File: src/hw/rtl/brbd_pkg.sv
// Shared types and helpers for the Bayer RGGB bilinear demosaic core.
// No dependencies.
package brbd_pkg;

    typedef enum logic [1:0] {
        ST_IDLE,
        ST_FETCH,
        ST_EMIT
    } brbd_state_t;

    // Command from controller to datapath.
    typedef struct packed {
        logic       capture;  // take a sample, start line store read
        logic       update;   // write line store, shift window, step counters
        logic       load;     // load one output pixel into the output register
        logic [1:0] slot;     // which pixel: bit0 last column, bit1 last row
        logic       run_end;  // last pixel for this sample
    } brbd_cmd_t;

    // Status from datapath to controller.
    typedef struct packed {
        logic [3:0] mask;     // pixels due for the captured sample
        logic       out_free; // output register can take a word
    } brbd_sts_t;

    localparam logic [12:0] FRAME_WIDTH_RST  = 13'd640;
    localparam logic [15:0] FRAME_HEIGHT_RST = 16'd480;
    localparam logic        REG_FRAME_WIDTH  = 1'b0;
    localparam logic        REG_FRAME_HEIGHT = 1'b1;

    // Rounded mean of 1..4 terms: (sum + cnt/2) / cnt. Divide by 3 uses 683/2048.
    function automatic logic [7:0] avg(input logic [9:0] sum, input logic [2:0] cnt);
        logic [20:0] prod;
        logic [10:0] s1;
        logic [11:0] s2;
        logic [7:0]  res;
        s1   = {1'b0, sum} + 11'd1;
        s2   = {2'b0, sum} + 12'd2;
        prod = 21'(s1) * 21'd683;
        case (cnt)
            3'd1:    res = sum[7:0];
            3'd2:    res = s1[8:1];
            3'd3:    res = prod[18:11];
            3'd4:    res = s2[9:2];
            default: res = 8'd0;
        endcase
        return res;
    endfunction

endpackage

File: src/hw/rtl/brbd_ctrl.sv
// Sequencer for the demosaic core: fetch, update, then emit pixels one a cycle while the output register is free.
// Depends on brbd_pkg.
module brbd_ctrl (
    input  logic              aclk,
    input  logic              aresetn,
    input  logic              s_valid,
    output logic              s_ready,
    input  brbd_pkg::brbd_sts_t sts,
    output brbd_pkg::brbd_cmd_t cmd
);
    import brbd_pkg::*;

    brbd_state_t state_reg, state_next;
    logic [3:0]  mask_reg, mask_next;
    logic [3:0]  low_bit;
    logic [3:0]  rest;

    always_ff @(posedge aclk) begin
        if (!aresetn) begin
            state_reg <= ST_IDLE;
            mask_reg  <= 4'd0;
        end else begin
            state_reg <= state_next;
            mask_reg  <= mask_next;
        end
    end

    assign low_bit = mask_reg & (~mask_reg + 4'd1);
    assign rest    = mask_reg & ~low_bit;

    always_comb begin
        state_next  = state_reg;
        mask_next   = mask_reg;
        cmd         = '0;
        s_ready     = 1'b0;
        unique case (state_reg)
            ST_IDLE: begin
                s_ready = 1'b1;
                if (s_valid) begin
                    cmd.capture = 1'b1;
                    state_next  = ST_FETCH;
                end
            end
            ST_FETCH: begin
                cmd.update = 1'b1;
                mask_next  = sts.mask;
                state_next = ST_EMIT;
            end
            ST_EMIT: begin
                if (mask_reg == 4'd0) begin
                    state_next = ST_IDLE;
                end else if (sts.out_free) begin
                    cmd.load    = 1'b1;
                    cmd.slot[0] = low_bit[1] | low_bit[3];
                    cmd.slot[1] = low_bit[2] | low_bit[3];
                    cmd.run_end = (rest == 4'd0);
                    mask_next   = rest;
                    if (rest == 4'd0) begin
                        state_next = ST_IDLE;
                    end
                end
            end
            default: state_next = ST_IDLE;
        endcase
    end

endmodule

File: config.mk
export PLATFORM = sky130hd
export DESIGN_NAME = brbd_ctrl
export DESIGN_NICKNAME = d
export VERILOG_FILES = /design/src/hw/rtl/brbd_pkg.sv /design/src/hw/rtl/brbd_ctrl.sv
export SDC_FILE = /design/constraint.sdc
export NUM_CORES = 1
export LEC_CHECK = 0
export BUFFER_PORTS_ARGS = -buffer_cell sky130_fd_sc_hd__buf_2
export CORE_AREA = 10 10 47 49
export DETAILED_ROUTE_END_ITERATION = 8
export DIE_AREA = 0 0 57 59
export HOLD_SLACK_MARGIN = 0.08
export PLACE_DENSITY = 0.54
export SKIP_CTS_REPAIR_TIMING = 1
export SLEW_MARGIN = 0
export SYNTH_ARGS = -nofsm -noshare
export SYNTH_HDL_FRONTEND = slang
export SYNTH_SLANG_ARGS = --single-unit
File: constraint.sdc
create_clock -name aclk -period 2.7 [get_ports aclk]
set_clock_uncertainty 0.05 [all_clocks]
set_input_delay 0.54 -clock aclk [delete_from_list [all_inputs] [get_ports aclk]]
set_output_delay 0.54 -clock aclk [all_outputs]
set_load 0.05 [all_outputs]
# == After elaboration in Yosys (flattened, before gate mapping) ==
# Index checks and enable logic that the tools add are counted.
# word_totals
rom_bits,0
latchBits,0
wordCells,37
mem_bits_rw,0
memories,0
out_inout_bits,7
register_bits,6
inputBits,8
# op_classes
addsub,1
n_shift,0
reduce_logical,6
multipliers,0
muxes,15
bitwise,6
div,0
eq_ne,7
order_cmp,0
# ops
op,count
$mux 4,5
$and 4x4->4,2
$logic_not 4->1,2
$mux 2,4
$not 4->4,2
$pmux 4 s2,1
$ne 2x2->1 const B,3
$ne 3x3->1 const B,2
$pmux 2 s3,1
$reduce_and 3->1,2
$add 4x1->4 const B,1
$mux 1,4
$eq 2x1->1 const B,1
$eq 2x2->1 const B,1
$logic_not 2->1,1
$or 1x1->1,2
$reduce_bool 2->1,1

# == Logic depth before layout (Yosys ltp) ==
# Gate-level depths: netlist of run 1.
# depth
word_depth,10
mapped_depth,4
ltp_nobuf,4

# == Least setup slack after synthesis of run 1 ==
# Ideal clock, no wire load.
# synth_timing
path_type,in2out
start,input port sts[0] (netlist name)
end,output port cmd[2] (netlist name)
path_stages,2
path_slack_ns,-0.124
arrival_time_ns,2.234
cell_sequence,nand3b_1 nor4_1
# synth_rtl
element,line,text
"start, declared",brbd_ctrl.sv:8,"input brbd_pkg::brbd_sts_t sts,"
"end, declared",brbd_ctrl.sv:9,output brbd_pkg::brbd_cmd_t cmd

==> results of run 1 <==
## cell families (layout without fill, tap and decap cells)
family | Yosys count | in the layout | synth area share, %
AOI/OAI and AO/OA | 13 | 13 | 25.6
xor gates and xnor gates | 1 | 1 | 2.27
adders and majority gates | 1 | 1 | 2.59
buffers and inverters | 8 | 22 | 9.06
DFF | 6 | 6 | 31.1
and+or+nand+nor | 21 | 21 | 29.5
## worst min-delay path, cell delays in order
cell and delay [ns]:
buf_2 0.08, nand3_1 0.05, o21ai_0 0.06
## final cells by class
| type | instances | area, um^2 |
|---|---|---|
| fillers | 162 | 910 |
| clock buffers | 3 | 22.5 |
| inverters | 5 | 21.3 |
| flip-flops and latches | 6 | 120 |
| repair buffers | 14 | 70.1 |
| well taps | 16 | 20.0 |
| multi-input cells | 36 | 238 |
## layer usage
metal | vias to the layer above | global-route usage (%)
met1 | 192 | 8.90
met5 | - | 0
met2 | 10 | 9.30
li1 | 209 | -
met3 | 2 | 1.50
met4 | 0 | 6.04
## stage by stage
stage | std cells | power, W | util, % | hold WS [ns]
after floorplan | 50 | 0.000149 | - | 0.451
after global placement | 77 | 0.000164 | 33.5 | 0.501
after detailed placement | 77 | 0.000165 | 33.5 | 0.487
after CTS | 80 | 0.000253 | 35.1 | 0.458
after global routing | 80 | 0.000266 | 35.1 | 0.496
final | 80 | 0.000248 | 35.1 | 0.461
## power by group
group          switching, W  internal [W]  total [W]
clock network     0.0000346     0.0000504  0.0000850
registers         0.0000126     0.0000943   0.000107
logic             0.0000347     0.0000210  0.0000557
## worst max-delay path by stage
stage / from / to
2_1_floorplan: sts[0] / cmd[1]
3_3_place_gp: sts[0] / cmd[2]
3_5_place_dp: sts[0] / cmd[2]
4_1_cts: mask_reg[1] / cmd[0]
5_1_grt: mask_reg[1] / cmd[0]
6_report: mask_reg[1] / cmd[0]
## synth_stat cells, types with 2 or more instances
master,instances
or3_1,2
inv_1,4
o21ai_0,2
nor2_1,6
a21oi_1,4
nand3_1,2
buf_2,2
nor4_1,2
o221ai_1,2
dfxtp_1,6
nand2_1,3
==> metrics.txt, run 1 <==
final setup fails=0; initial antenna violation count=0; clk buf depth=2; worst skew pair latency=0.24 ns; max layer used=met4; slowest CP cell=or3_1; Post-Syn Area per Cell=7.73 um^2; DRC viols=0; RSZ-0062 raised after global routing=no; Port Buffer Count=14; met2 wire length=432 um; Synth Cell Area=387 um^2; Met1 Wirelength=around 530 um; # rows=14; Worst Hold Depth=3; status=complete, no violations; DPL Wire Length=780 um; full die area=between 3000 and 4000 um^2; Main synth FF type=dfxtp_1; hold crit path type=input pin to flop; design area=around 500 um^2; crit path time final=~2.2 ns; CP bufs+invs=1; vias per inst=5.16; Slew Viols, Final=0; delay-heaviest family, CP=simple AND/OR/NAND/NOR gates; setup TNS=0 ns; Worst Setup End Kind=primary output; CP Launch Type=flop; Netlist cell types=26; Worst EP required=2.11 ns; CTS tree=yes; Worst-path clk slew=0.05 ns; hold wc startpoint=sts[4]; Cells after Synth=50; Post-layout nets=74; yosys warns=0; antenna cells=0; Async SR Flop Fraction=0%; P per Cell Area=between 500 and 600 nW/um^2; Vert. Die Dim=59 um; Min-Delay Endpoint=mask_reg[3]; Hold Vio Cnt, Final=0; Leak=0.209 nW; Initial Utilization=27.6%; CP peak stage delay=0.41 ns; CTS Buf Count=3; largest net degree at the start of global routing=13; kind of critical path=flop to primary output; Slew headroom=72.3%; GRT Total Usage=6.91%; Die X=~57 um; #FFs+latches synth=6; Critical Path Stages=3; Register-to-Register Path Depth=3; r2r endpoint=mask_reg[2]; worst path cell trace=or3_1 > a221oi_2 > buf_2; Iteration-0 DRC Markers=4; commonest cells after routing, fill and taps aside=buf_2, nor2_1, dfxtp_1; VDD IR max=between 0.0002 and 0.00025 V; Post-synth EDFFs=0; fin crit share=82.6%; area share of the largest cell type after synthesis=31.1%; max reg flops=4; GR Overflow Total=0; worst-margin pin slew=0.414 ns; first-pass GRT wire length=1910 um; Crit Reg-Reg Startpoint=state_reg[0]; routability cong.=0.823; Area Growth Syn to Fin=27.2%; 1st-pass router iterations=2; clock sink count=6; Synth area leaders=dfxtp_1, nor2_1, a21oi_1; Place WS=0.659 ns; cell accounting for the most synthesized area=dfxtp_1; DR WL met3=39 um; Max H-tree Level=1; register area share after synthesis=31.1%; crit-path max FO=10; Core Region=about 1400 um^2; commonest non-fill, non-tap cell in the layout=buf_2; Max Cap Violations=0; Antenna Nets Post-Route=0; R2R setup slack=1.37 ns; number of I/O pins=15; Routed wire per std cell=12.7 um; layout cells sized above 1=32.8%; Synthesized Nets=58; vias in the first global route=440; Vias=413; DRT Wirelength=1010 um; FMAX=449 MHz; Worst Path Arrival=1.64 ns; root buf cell=clkbuf_4; post-place instance area=469 um^2; worst setup margin=0.471 ns
(Power assumes the default switching activity.)
==> inputs of run 2 (changes only) <==
Settings changed: ABC_AREA set to 1, PLACE_DENSITY 0.54 to 0.57.
Clock period 2.7 ns to 1.8 ns, I/O delays scaled along.
==> run 2 against run 1 <==
Against the previous run: count of clock-buffer cells in the layout unchanged; sequential share of layout area decreased by 2.4 points; critical path depth increased by 2; via count increased by 11%; critical path type unchanged; final cell count increased by 28%.
==> metrics.txt, run 2 <==
status=complete, no violations (unchanged); number of I/O pins=15 (unchanged); worst path cell trace=inv_4 > nor2_4 > nand3_4 > a211oi_2 > buf_6 (was or3_1 > a221oi_2 > buf_2); post-place instance area=504 um^2 (was 469 um^2); placed insts=96 (was 77); CTS tree=yes (unchanged); Cells after Synth=66 (was 50); register area share after synthesis=30.1% (was 31.1%); first-pass GRT wire length=1870 um (was 1910 um); design area=584 um^2 (was 492 um^2); worst-margin pin slew=0.257 ns (was 0.414 ns); Hold Vio Cnt, Final=0 (unchanged); GRT Total Usage=6.87% (was 6.91%); slowest CP cell=dfxtp_4 (was or3_1); P per Cell Area=682 nW/um^2 (was 504 nW/um^2); delay-heaviest family, CP=flip-flops (was simple AND/OR/NAND/NOR gates); Routed wire per std cell=11.4 um (was 12.7 um); Netlist cell types=14 (was 26); Worst-path clk slew=0.04 ns (was 0.05 ns); RSZ-0062 raised after global routing=yes (was no); root buf cell=clkbuf_4 (unchanged); Synth area leaders=dfxtp_1, nand2_1, nor2_1 (was dfxtp_1, nor2_1, a21oi_1); Area Growth Syn to Fin=46.4% (was 27.2%); Design Power=0.000398 W (was 0.000248 W); Vias=460 (was 413); vias in the first global route=448 (was 440); Die X=57 um (unchanged); Slew headroom=83.0% (was 72.3%); final setup fails=0 (unchanged); Worst Path Arrival=1.34 ns (was 1.64 ns); Vert. Die Dim=59 um (unchanged); Iteration-0 DRC Markers=17 (was 4); initial antenna violation count=0 (unchanged); Worst Setup End Kind=primary output (unchanged); sequential cell area=129 um^2 (was 120 um^2); VDD IR max=0.000322 V (was 0.000239 V); max reg flops=4 (unchanged); most instantiated cells after synthesis=nand2_1, nor2_1, inv_1 (was dfxtp_1, nor2_1, a21oi_1, inv_1, nand2_1); FMAX=572 MHz; crit path time final=around 1.7 ns; Post-synth EDFFs=0 (unchanged); Core Region=1400 um^2 (unchanged); yosys warns=0 (unchanged); Max Cap Violations=0 (unchanged); area of the multi-input gates=253 um^2 (was 238 um^2); Non-Filler Instances=102 (was 80); Antenna Nets Post-Route=0 (unchanged); worst skew pair latency=0.24 ns (about the same); clk buf depth=2 (unchanged); largest net degree at the start of global routing=8 (was 13); clock sink count=6 (unchanged); fill count=170 (was 162); commonest non-fill, non-tap cell in the layout=nand2_1 (was buf_2); fin crit share=97.1%; vias per inst=4.51 (was 5.16); Max H-tree Level=1 (unchanged); layout cells sized above 1=40.7% (was 32.8%); GR Overflow Total=0 (unchanged); kind of critical path=flop to primary output (unchanged); setup TNS=0 ns (unchanged); routability cong.=0.728 (was 0.823); most common cell in the netlist=nand2_1; Initial Utilization=28.5% (was 27.6%); Async SR Flop Fraction=0% (unchanged); DRT Wirelength=1160 um (was 1010 um); 1st-pass router iterations=4 (was 2); CP bufs+invs=2 (was 1); Port Buffer Count=14 (unchanged); CTS Buf Count=3 (unchanged); DPL Wire Length=944 um (was 780 um); CP peak stage delay=0.35 ns (was 0.41 ns); cell accounting for the most synthesized area=dfxtp_1 (unchanged); antenna cells=0 (unchanged); area share of the largest cell type after synthesis=30.1% (was 31.1%); Post-layout nets=96 (was 74); fin util=41.7% (was 35.1%); Leak=0.315 nW (was 0.209 nW); commonest cells after routing, fill and taps aside=nand2_1, nor2_1, buf_2 (was buf_2, nor2_1, dfxtp_1); #FFs+latches synth=6 (unchanged); crit-path max FO=4 (was 10); CP Launch Type=flop (unchanged); Synth Cell Area=399 um^2 (was 387 um^2); full die area=3360 um^2 (unchanged); Worst EP required=1.39 ns (was 2.11 ns); Main synth FF type=dfxtp_1 (unchanged); DRC viols=0 (unchanged); # rows=14 (unchanged); hold crit path type=input pin to flop (unchanged); Synthesized Nets=74 (was 58); Slew Viols, Final=0 (unchanged); Post-Syn Area per Cell=6.05 um^2 (was 7.73 um^2)
[run 2: changes by cell type in the layout (fill, tap and decap cells not counted), moves of 3 or more]
cell     before  now
inv_1         4    9
nor2_1        6   11
buf_4         0    3
dfxtp_1       6    1
nand3_1       2    6
dfxtp_2       0    4
nand2_1       3   20
buf_2        14   11
[run 2: final timing paths]
kind	from	to	slack (ns)	cells after the start
worst min register to register	state_reg[0]	state_reg[0]	0.46	1
worst min-delay path	aresetn	mask_reg[3]	0.33	3
worst max register to register	state_reg[1]	mask_reg[1]	0.57	8
worst max-delay path	state_reg[1]	cmd[1]	0.05	5
[run 2: stage by stage]
step | setup WS (ns) | hold slack [ns]
after floorplan | -0.00848 | 0.431
after CTS | -0.0976 | 0.327
after global routing | -0.0303 | 0.333
final | 0.0515 | 0.326
after detailed placement | 0.170 | 0.454
after global placement | 0.214 | 0.452
[run 2: cell type report]
cell class	instances	share of cell area (%)
multi-input combinational	49	43.3
sequential	6	22.1
timing repair buffer	17	19.9
inverter	11	7.49
clock buffer	3	3.85
tap	16	3.43
[run 2: cell families after synthesis]
logic type             count (synthesis)  share of synthesized area [%]
flip-flops                             6                           30.1
AND/OR/NAND/NOR                       45                           53.9
AO/OA/AOI/OAI                          4                           5.64
buffers and inverters                 11                           10.3
[run 2: worst reg2reg max path, cell delays in order, from the launching register on]
cell,delay [ns]
dfxtp_4,0.35
inv_4,0.04
nor2_4,0.17
buf_12,0.13
nand2_2,0.06
nand2_1,0.06
nand2_1,0.09
nor2_1,0.11
nor2_1,0.06
[run 2: where the power goes]
part / leakage, nW / internal [W] / switching (W) / total (W)
clock: 0.0138 / 0.0000751 / 0.0000438 / 0.000119
combinational: 0.250 / 0.0000414 / 0.0000814 / 0.000123
sequential: 0.0515 / 0.000144 / 0.0000128 / 0.000157
total: 0.315 / 0.000260 / 0.000138 / 0.000398
[run 2: layer usage]
layer	share of wire, %	vias up	GRT usage [%]	wire length, um
met5	0	-	0	0
met4	1.1	0	4.03	13
met3	3.6	2	2.36	42
met2	48	9	10.9	559
met1	47	203	7.84	545
li1	-	246	-	-
==> inputs of run 3 (changes only) <==
Settings changed: SETUP_SLACK_MARGIN set to 0.3.
==> run 3 against run 2 <==
Against the previous run: sequential share of layout area decreased by 2.2 points; largest cell class unchanged; total power increased by 3.3%; non-clock buffer count increased by 4; final cell count increased by 3.9%.
==> metrics.txt, run 3 (synthesis results as in run 2) <==
status=complete, no violations (unchanged); crit path time final=1.72 ns (was 1.75 ns); worst-margin pin slew=0.253 ns (was 0.257 ns); first-pass GRT wire length=1600 um (was 1870 um); RSZ-0062 raised after global routing=yes (unchanged); placed insts=96 (unchanged); full die area=3360 um^2 (unchanged); DRC viols=0 (unchanged); Worst EP required=1.39 ns (about the same); crit-path max FO=5 (was 4); Max Cap Violations=0 (unchanged); Area Growth Syn to Fin=64.6% (was 46.4%); Core Region=1400 um^2 (unchanged); layout cells sized above 1=47.8% (was 40.7%); # rows=14 (unchanged); Clk network pwr share=27.9% (was 29.8%); clk buf depth=2 (unchanged); Gate power share=33.3% (was 30.8%); Hold Vio Cnt, Final=0 (unchanged); Sw Pwr=0.000140 W (was 0.000138 W); antenna cells=0 (unchanged); vias per inst=4.42 (was 4.51); FMAX=581 MHz (was 572 MHz); commonest non-fill, non-tap cell in the layout=nand2_1 (unchanged); Vert. Die Dim=59 um (unchanged); kind of critical path=flop to primary output (unchanged); commonest cells after routing, fill and taps aside=nand2_1, nor2_1, inv_1, buf_2, buf_4 (was nand2_1, nor2_1, buf_2); worst skew pair latency=0.23 ns (was 0.24 ns); Iteration-0 DRC Markers=7 (was 17); CTS tree=yes (unchanged); fill count=146 (was 170); Internal=0.000272 W (was 0.000260 W); Switching Fraction=33.9% (was 34.6%); Slew headroom=83.3% (was 83.0%); VDD IR max=0.000366 V (was 0.000322 V); CTS Buf Count=3 (unchanged); fin crit share=95.6% (was 97.1%); 1st-pass router iterations=4 (unchanged); Worst Path Arrival=1.31 ns (was 1.34 ns); Non-Filler Instances=106 (was 102); routability cong.=0.752 (was 0.728); design area=657 um^2 (was 584 um^2); GRT Total Usage=6.14% (was 6.87%); Worst Setup End Kind=primary output (unchanged); DPL Wire Length=868 um (was 944 um); setup TNS=0 ns (unchanged); initial antenna violation count=0 (unchanged); CP Launch Type=flop (unchanged); GR Overflow Total=0 (unchanged); Port Buffer Count=14 (unchanged); root buf cell=clkbuf_4 (unchanged); post-place instance area=519 um^2 (was 504 um^2); Initial Utilization=28.5% (unchanged); Leak=0.346 nW (was 0.315 nW); Worst-path clk slew=0.04 ns (about the same); Die X=57 um (unchanged); P per Cell Area=626 nW/um^2 (was 682 nW/um^2); hold crit path type=input pin to flop (unchanged); part of the power in registers=38.8% (was 39.3%); final setup fails=0 (unchanged); Vias=468 (was 460); max reg flops=4 (unchanged); Post-layout nets=100 (was 96); clock sink count=6 (unchanged); Max H-tree Level=1 (unchanged); DRT Wirelength=1090 um (was 1160 um); Routed wire per std cell=10.3 um (was 11.4 um); largest net degree at the start of global routing=8 (unchanged); fin util=46.9% (was 41.7%); Slew Viols, Final=0 (unchanged); vias in the first global route=395 (was 448); number of I/O pins=15 (unchanged); Antenna Nets Post-Route=0 (unchanged)
run 3: cell type report:
class	instances	area (um^2)	area share, %
Timing Repair Buffer	21	164	25.0
Clock buffer	3	22.5	3.43
Tap cell	16	20.0	3.05
Multi-Input combinational cell	49	274	41.7
Sequential cell	6	130	19.8
Inverter	11	46.3	7.05
run 3: per-layer routing:
metal	track usage, %	part of all wire, %
met1	6.43	43
met4	6.04	0.92
met5	0	0
met2	9.30	52
met3	2.15	4.1
run 3: path summary, 6_finish.rpt:
| check | endpoint | slack, ns | from | depth (start not counted) |
|---|---|---|---|---|
| setup reg to reg | mask_reg[2] | 0.53 | state_reg[1] | 8 |
| setup / recovery | cmd[0] | 0.08 | state_reg[1] | 6 |
| hold / removal | mask_reg[2] | 0.32 | aresetn | 3 |
| hold reg to reg | state_reg[0] | 0.40 | state_reg[1] | 1 |
run 3: power groups by stage:
stage                     combinational, W  clock, W  sequential [W]
after global routing              0.000151  0.000130        0.000161
final                             0.000137  0.000115        0.000160
after global placement            0.000117         0        0.000159
after CTS                         0.000117  0.000126        0.000156
after floorplan                  0.0000910         0        0.000156
after detailed placement          0.000116         0        0.000159
run 3: per-stage QoR:
step                hold WS (ns)  setup slack, ns  total power (W)
floorplan                  0.390           0.0152         0.000247
global placement           0.404            0.245         0.000275
detailed placement         0.408            0.229         0.000275
CTS                        0.311          -0.0397         0.000399
global route               0.317         -0.00349         0.000442
finish                     0.317           0.0788         0.000411
run 3: worst max-delay path, stage by stage (launching register included):
cell and delay (ns):
dfxtp_4 0.35, inv_4 0.04, nor2_4 0.18, buf_4 0.16, nand2_2 0.07, nor2_4 0.12
buf_8 0.15
